### src/sv/slist_pkg.sv
package slist_pkg;

	localparam int CAPACITY   = 32;
	localparam int DATA_WIDTH = 32;
	localparam int IDX_W      = $clog2(CAPACITY);
	localparam int CNT_W      = $clog2(CAPACITY + 1);
	localparam int TDATA_W    = ((DATA_WIDTH + 7) / 8) * 8;
	localparam int ACT_W      = 2;

	typedef logic signed [DATA_WIDTH-1:0] data_t;
	typedef logic [TDATA_W-1:0]           tdata_t;
	typedef logic [ACT_W-1:0]             action_t;
	typedef logic [IDX_W-1:0]             idx_t;
	typedef logic [CNT_W-1:0]             cnt_t;

	localparam action_t ACT_INSERT   = 2'd0;
	localparam action_t ACT_READ_ASC = 2'd1;
	localparam action_t ACT_READ_DSC = 2'd2;

	typedef enum logic {
		ST_IDLE,
		ST_READ
	} state_t;

	typedef enum logic [1:0] {
		OUT_ACK,
		OUT_EMPTY,
		OUT_ENTRY
	} out_kind_t;

	// controller -> datapath
	typedef struct packed {
		logic      insert;
		logic      load;
		out_kind_t kind;
		logic      dropped;
		logic      start_read;
		logic      desc;
		logic      step;
	} cmd_t;

	// datapath -> controller
	typedef struct packed {
		logic full;
		logic empty;
		logic at_last;
		logic out_free;
	} stat_t;

endpackage

### src/sv/slist_ctrl.sv
module slist_ctrl (
	input  logic                clk,
	input  logic                arst_n,
	input  logic                in_valid,
	input  slist_pkg::action_t  in_action,
	output logic                in_ready,
	input  slist_pkg::stat_t    stat,
	output slist_pkg::cmd_t     cmd
);

	slist_pkg::state_t state_q, state_d;
	logic              take;

	assign in_ready = (state_q == slist_pkg::ST_IDLE) && stat.out_free;
	assign take     = in_valid && in_ready;

	always_ff @(posedge clk or negedge arst_n) begin
		if (!arst_n) begin
			state_q <= slist_pkg::ST_IDLE;
		end else begin
			state_q <= state_d;
		end
	end

	always_comb begin
		state_d = state_q;
		unique case (state_q)
			slist_pkg::ST_IDLE: begin
				if (take && !stat.empty &&
				    (in_action == slist_pkg::ACT_READ_ASC ||
				     in_action == slist_pkg::ACT_READ_DSC)) begin
					state_d = slist_pkg::ST_READ;
				end
			end
			slist_pkg::ST_READ: begin
				if (stat.out_free && stat.at_last) begin
					state_d = slist_pkg::ST_IDLE;
				end
			end
			default: state_d = slist_pkg::ST_IDLE;
		endcase
	end

	always_comb begin
		cmd            = '0;
		cmd.kind       = slist_pkg::OUT_ACK;
		unique case (state_q)
			slist_pkg::ST_IDLE: begin
				if (take) begin
					unique case (in_action)
						slist_pkg::ACT_INSERT: begin
							cmd.load    = 1'b1;
							cmd.kind    = slist_pkg::OUT_ACK;
							cmd.dropped = stat.full;
							cmd.insert  = !stat.full;
						end
						slist_pkg::ACT_READ_ASC, slist_pkg::ACT_READ_DSC: begin
							if (stat.empty) begin
								cmd.load = 1'b1;
								cmd.kind = slist_pkg::OUT_EMPTY;
							end else begin
								cmd.start_read = 1'b1;
								cmd.desc = (in_action == slist_pkg::ACT_READ_DSC);
							end
						end
						default: ; // unused code: request ignored
					endcase
				end
			end
			slist_pkg::ST_READ: begin
				if (stat.out_free) begin
					cmd.load = 1'b1;
					cmd.kind = slist_pkg::OUT_ENTRY;
					cmd.step = 1'b1;
				end
			end
			default: ;
		endcase
	end

endmodule

### src/sv/slist_dpath.sv
module slist_dpath (
	input  logic              clk,
	input  logic              arst_n,
	input  slist_pkg::data_t  value,
	input  slist_pkg::cmd_t   cmd,
	output slist_pkg::stat_t  stat,
	output logic              out_valid,
	input  logic              out_ready,
	output slist_pkg::data_t  out_item,
	output logic              out_last,
	output logic              out_dropped,
	output logic              out_empty
);

	slist_pkg::data_t cells_q [slist_pkg::CAPACITY];
	logic [slist_pkg::CAPACITY-1:0] less;
	slist_pkg::cnt_t  count_q;
	slist_pkg::idx_t  idx_q;
	logic             desc_q;
	logic             out_valid_q;
	slist_pkg::data_t item_q;
	logic             last_q, dropped_q, empty_q;
	logic             at_last;
	logic             out_free;

	// cell holds a stored value smaller than the new one: it stays put
	always_comb begin
		for (int i = 0; i < slist_pkg::CAPACITY; i++) begin
			less[i] = (slist_pkg::CNT_W'(i) < count_q) && (cells_q[i] < value);
		end
	end

	always_ff @(posedge clk) begin
		if (cmd.insert) begin
			for (int i = 0; i < slist_pkg::CAPACITY; i++) begin
				if (!less[i]) begin
					if (i == 0) begin
						cells_q[i] <= value;
					end else if (less[i-1]) begin
						cells_q[i] <= value;
					end else begin
						cells_q[i] <= cells_q[i-1];
					end
				end
			end
		end
	end

	assign at_last = desc_q ? (idx_q == '0)
	                        : ({1'b0, idx_q} == (count_q - slist_pkg::CNT_W'(1)));
	assign out_free = !out_valid_q || out_ready;

	always_ff @(posedge clk or negedge arst_n) begin
		if (!arst_n) begin
			count_q     <= '0;
			idx_q       <= '0;
			desc_q      <= 1'b0;
			out_valid_q <= 1'b0;
		end else begin
			if (cmd.insert) begin
				count_q <= count_q + slist_pkg::CNT_W'(1);
			end
			if (cmd.start_read) begin
				desc_q <= cmd.desc;
				idx_q  <= cmd.desc ? slist_pkg::IDX_W'(count_q - slist_pkg::CNT_W'(1)) : '0;
			end else if (cmd.step) begin
				idx_q <= desc_q ? idx_q - slist_pkg::IDX_W'(1) : idx_q + slist_pkg::IDX_W'(1);
			end
			if (cmd.load) begin
				out_valid_q <= 1'b1;
			end else if (out_ready) begin
				out_valid_q <= 1'b0;
			end
		end
	end

	always_ff @(posedge clk) begin
		if (cmd.load) begin
			dropped_q <= cmd.dropped;
			empty_q   <= (cmd.kind == slist_pkg::OUT_EMPTY);
			if (cmd.kind == slist_pkg::OUT_ENTRY) begin
				item_q <= cells_q[idx_q];
				last_q <= at_last;
			end else begin
				item_q <= '0;
				last_q <= 1'b1;
			end
		end
	end

	assign stat.full     = (count_q >= slist_pkg::CNT_W'(slist_pkg::CAPACITY));
	assign stat.empty    = (count_q == '0);
	assign stat.at_last  = at_last;
	assign stat.out_free = out_free;

	assign out_valid   = out_valid_q;
	assign out_item    = item_q;
	assign out_last    = last_q;
	assign out_dropped = dropped_q;
	assign out_empty   = empty_q;

	a_count_bound: assert property (@(posedge clk) disable iff (!arst_n)
		count_q <= slist_pkg::CNT_W'(slist_pkg::CAPACITY))
		else $error("stored count beyond capacity");

	a_load_free: assert property (@(posedge clk) disable iff (!arst_n)
		cmd.load |-> out_free)
		else $error("result register overwritten while pending");

	a_insert_count: assert property (@(posedge clk) disable iff (!arst_n)
		cmd.insert |=> count_q == $past(count_q) + slist_pkg::CNT_W'(1))
		else $error("insert did not grow the list by one");

	a_step_range: assert property (@(posedge clk) disable iff (!arst_n)
		cmd.step |-> ({1'b0, idx_q} < count_q))
		else $error("readout pointer outside stored entries");

	a_insert_not_full: assert property (@(posedge clk) disable iff (!arst_n)
		cmd.insert |-> !stat.full)
		else $error("insert into full list");

endmodule

### src/sv/sorted_list_insert_and_readout.sv
// Sorted list of up to 32 signed values held in a row of compare-and-shift cells. On an insert
// request every cell compares against the new value at once, the ones not smaller shift up one
// place, and one acknowledgement follows (dropped set when the list is full).
// A read request streams the stored values, ascending or descending, one per cycle while the
// master accepts them, through a single output register; an empty list answers with a single
// result flagged empty. The next request is accepted once the last result of the previous one
// has entered the output register and that register is empty or being read out; stalls on the
// master side hold the stream. Action code 3 is taken and produces no result.
module sorted_list_insert_and_readout (
	input  logic                clk,
	input  logic                arst_n,
	input  logic                s_tvalid,
	output logic                s_tready,
	input  slist_pkg::tdata_t   s_tdata,  // [DATA_WIDTH-1:0] value
	input  slist_pkg::action_t  s_tuser,  // [1:0] action
	output logic                m_tvalid,
	input  logic                m_tready,
	output slist_pkg::tdata_t   m_tdata,  // [DATA_WIDTH-1:0] item
	output logic                m_tlast,
	output logic [1:0]          m_tuser   // [0] dropped, [1] empty_res
);

	slist_pkg::cmd_t  cmd;
	slist_pkg::stat_t stat;
	slist_pkg::data_t value;
	slist_pkg::data_t item;
	logic             dropped, empty_res;

	assign value = s_tdata[slist_pkg::DATA_WIDTH-1:0];

	slist_ctrl u_ctrl (
		.clk       (clk),
		.arst_n    (arst_n),
		.in_valid  (s_tvalid),
		.in_action (s_tuser),
		.in_ready  (s_tready),
		.stat      (stat),
		.cmd       (cmd)
	);

	slist_dpath u_dpath (
		.clk         (clk),
		.arst_n      (arst_n),
		.value       (value),
		.cmd         (cmd),
		.stat        (stat),
		.out_valid   (m_tvalid),
		.out_ready   (m_tready),
		.out_item    (item),
		.out_last    (m_tlast),
		.out_dropped (dropped),
		.out_empty   (empty_res)
	);

	assign m_tdata = slist_pkg::tdata_t'($unsigned(item));
	assign m_tuser = {empty_res, dropped};

endmodule
### config.mk
export PLATFORM = sky130hd
export DESIGN_NAME = sorted_list_insert_and_readout
export DESIGN_NICKNAME = d
export VERILOG_FILES = /design/src/sv/slist_pkg.sv /design/src/sv/slist_ctrl.sv /design/src/sv/slist_dpath.sv /design/src/sv/sorted_list_insert_and_readout.sv
export SDC_FILE = /design/constraint.sdc
export NUM_CORES = 2
export LEC_CHECK = 0
export ABC_CLOCK_PERIOD_IN_PS = 12200
export BUFFER_PORTS_ARGS = -buffer_cell sky130_fd_sc_hd__buf_4
export CAP_MARGIN = 20
export CORE_ASPECT_RATIO = 1.5
export CORE_MARGIN = 5
export CORE_UTILIZATION = 51
export CTS_BUF_LIST = sky130_fd_sc_hd__clkbuf_2
export DETAILED_ROUTE_END_ITERATION = 16
export PLACE_DENSITY_LB_ADDON = 0.3
export SYNTH_ARGS = -nofsm -noshare
export SYNTH_HDL_FRONTEND = slang
export SYNTH_SLANG_ARGS = --single-unit
### constraint.sdc
create_clock -name clk -period 12.2 [get_ports clk]
set_input_delay 1.22 -clock clk [delete_from_list [all_inputs] [get_ports clk]]
set_output_delay 1.22 -clock clk [all_outputs]
set_load 0.005 [all_outputs]
==> impl_metrics.toml <==
[synthesis]
yosysWarnings = 0
syn_inst = 5549
syn_avg_cell_area_um2 = 13.4
ys_async_sr_fraction = 0.0130
synth_ff_type = "edfxtp_1"
syn-cell-area_um2 = 74500
synth_nets = 6558
ys_seq_area_frac = 0.432
ys_types = 76
synth-edff-count = 1059
synth-seq-cells = 1073

[layout]
final_layout_size_suffix_gt1_frac = 0.326
fill_cells = 11900
mostFrequentLayoutCell = "edfxtp_1"
area_growth_pct = 7.74
multiInputGateArea_um2 = 41100
nets = 6777
layout_common_cells = "edfxtp_1, ha_1, mux2_2"
stdcell_area_um2 = 80200
seq_area_um2 = 32200
fin_cells = 7849

[critical_path]
rr_worst_depth = 7
critPathSlowestCell = "a211oi_4"
crit_top_cell = "buf_4"
worst-path-stages = 14
path_buf_inv = 6
crit_family = "buffers and inverters"
path_max_fanout = 44
required_ns = 13.56
slowest_delay_ns = 0.97
regToRegSetupSlack_ns = 6.96
end_kind = "flop"
crit_start = "s_tdata[3]"
path_cells = "dlygate4sd3_1, buf_4, inv_1, buf_4, buf_4, ha_1, a2111oi_0, o41ai_1, a211o_1, a31oi_1, a211oi_4, buf_4, nor2b_4, mux2_2"
crit_arrival_ns = 7.11
crit_type = "input port to flop"
r2r-start = "u_dpath.count_q[1]"
cp-start-kind = "input port"

[detailed_routing]
vias = 52700
first_pass_iters = 6
wl_um = 236000
drt-wirelength-per-cell_um = 30.1
drt-initial-drc-count = 4913
drc = 0
antenna_left = 0
viasPerCell = 6.72

[pwr]
p_per_area_nw_per_um2 = 129
ir_worst_vdd_v = 0.000281
leakage_nw = 30.4
finalPower_mw = 10.3

[clock_tree]
post_cts_buffers = 0
clk_latency_ns = 1.71
cts_tree = "done"
clk_path_buf_depth = 4
path_clk_slew_ns = 0.10
htree_levels = 5
clock-sinks = 1073
root_buffer = "clkbuf_2"
numCtsBuffers = 288

[hold_path]
holdPathStages = 4
hp-class = "input port to flop"
hold_path_startpoint = "s_tdata[0]"

[sta]
tightestPinTransition_ns = 1.15
max_freq_mhz = 174
period_minus_slack_ns = 5.75
fin_tns_setup_ns = 0
slew_viol_final = 0
fin_crit_sh = 0.472
rsz0062_at_grt = "false"
finalHoldViolCount = 0
fin_skew_ns = 0.149
relSlewSlack = 0.231
setup_viol = 0

[job]
drv_cap = 0

[global_routing]
grt_use_met2 = 0.498
use_met1 = 0.373
top_usage_layer = "met2"
antenna_found_initial = 10
grt-ovfl-total = 0
track_usage = 0.299
grt_max_degree = 134
grt_use_met3 = 0.0516
grt_pass1_vias = 53000
grt_pass1_wl_um = 347000

[run_status]
outcome = "finished, final reports clean"

[placed_design]
port_buffers = 74
dp.cells = 7338
place_hpwl_um = 170000
place_area_um2 = 77400
place_congestion = 0.919

[die]
fp.dieW_um = 322
start_util = 0.513
ioPinCount = 75
core_um2 = 145000
rows = 171
die_height_um = 478
die_area_um2 = 154000
-- path summary, 6_finish.rpt --
path                                                end
worst max-delay path            u_dpath.cells_q[20][24]
worst min-delay path             u_dpath.cells_q[15][0]
worst max register to register  u_dpath.cells_q[30][19]
worst min register to register  u_dpath.cells_q[11][25]
max in group asynchronous              u_dpath.idx_q[2]
min in group asynchronous            u_dpath.count_q[2]
-- kinds of logic (layout without fill, tap and decap cells) --
group,Yosys count,in the layout,share of synthesized area
AND/OR/NAND/NOR,886,886,0.0583
flip-flops,1073,1073,0.432
buffers and inverters,372,758,0.0206
multiplexers,1322,1322,0.251
AO/OA/AOI/OAI,898,898,0.0722
adder cells (fa/ha/maj),971,971,0.163
other,0,11,0
XOR/XNOR,27,27,0.00318
-- tightest hold or removal path, delay by kind of cell --
family                 cells  cell delay [ns]
buffers and inverters      3             0.42
muxes                      1             0.17
-- power by group --
| group | switching (mW) | leakage [nW] | internal (mW) | total [mW] |
|---|---|---|---|---|
| clock | 1.60 | 1.82 | 0.928 | 2.53 |
| sequential | 0.157 | 9.71 | 4.15 | 4.31 |
| combinational | 1.92 | 18.9 | 1.57 | 3.49 |
-- flip-flops by register name, summed over array words and instances, names as in the netlist --
register and cells:
u_dpath.out_item 32, u_dpath.idx_q 5, u_ctrl.state_q 1, u_dpath.cells_q 1024
u_dpath.out_empty 1, u_dpath.out_dropped 1, u_dpath.count_q 6, u_dpath.out_valid 1
u_dpath.desc_q 1, u_dpath.out_last 1
-- synth_stat cells (9+ instances only) --
cell / count / area share
a21o_1: 47 / 0.0047
nand4_1: 133 / 0.011
mux4_2: 320 / 0.097
and4_1: 29 / 0.0034
a21oi_1: 404 / 0.027
nor3b_1: 14 / 0.0014
nand2b_1: 35 / 0.0029
xnor2_1: 19 / 0.0022
ha_1: 970 / 0.16
edfxtp_1: 1059 / 0.43
nor3_1: 28 / 0.0019
a221oi_1: 21 / 0.0025
nor4_1: 31 / 0.0026
a211o_1: 14 / 0.0016
nor2b_1: 17 / 0.0014
o31ai_1: 13 / 0.0013
mux2_2: 889 / 0.13
buf_1: 54 / 0.0027
buf_2: 57 / 0.0038
mux2_4: 59 / 0.012
nor2_1: 182 / 0.0092
o21ai_0: 206 / 0.014
a221o_1: 14 / 0.0019
nand2_1: 286 / 0.014
a2111o_1: 9 / 0.0014
nand3_1: 96 / 0.0065
o211ai_1: 16 / 0.0016
inv_1: 67 / 0.0034
o21a_1: 15 / 0.0015
mux2i_1: 39 / 0.0052
a211oi_1: 44 / 0.0044
clkbuf_1: 184 / 0.0093
dfrtp_1: 14 / 0.0047
a2111oi_0: 9 / 0.0011
a31oi_1: 24 / 0.0020
mux2_1: 15 / 0.0023
-- through the flow --
step / worst slack, ns / utilization / hold WS [ns]
floorplan: 5.57 / - / 0.519
global placement: 5.52 / 0.534 / 0.549
detailed placement: 5.45 / 0.534 / 0.585
CTS: 6.72 / 0.552 / 0.0255
global route: 6.34 / 0.553 / 0.0925
finish: 6.45 / 0.553 / 0.233
-- layout make-up --
| class | instances | share of cell area |
|---|---|---|
| clock buffer | 399 | 0.0249 |
| tap | 1903 | 0.0297 |
| clock inverter | 58 | 0.00381 |
| antenna | 11 | 0.000343 |
| inverter | 67 | 0.00314 |
| timing repair buffer | 234 | 0.0242 |
| multi-input combinational | 4104 | 0.513 |
| sequential | 1073 | 0.401 |
-- repair_timing --
action                    in CTS  in global routing
hold buffers                  39                  0
gates resized for setup        0                  0
hold endpoints to repair      80                  0
-- layer usage --
metal  wire length, µm  share of wire  up-vias
li1                  -              -    22900
met1             89000           0.38    26600
met2            114000           0.49     2606
met3             17200          0.073      620
met4             15200          0.064        4
met5                27        0.00011        -
Note: power is estimated with default switching activity, not from simulation.
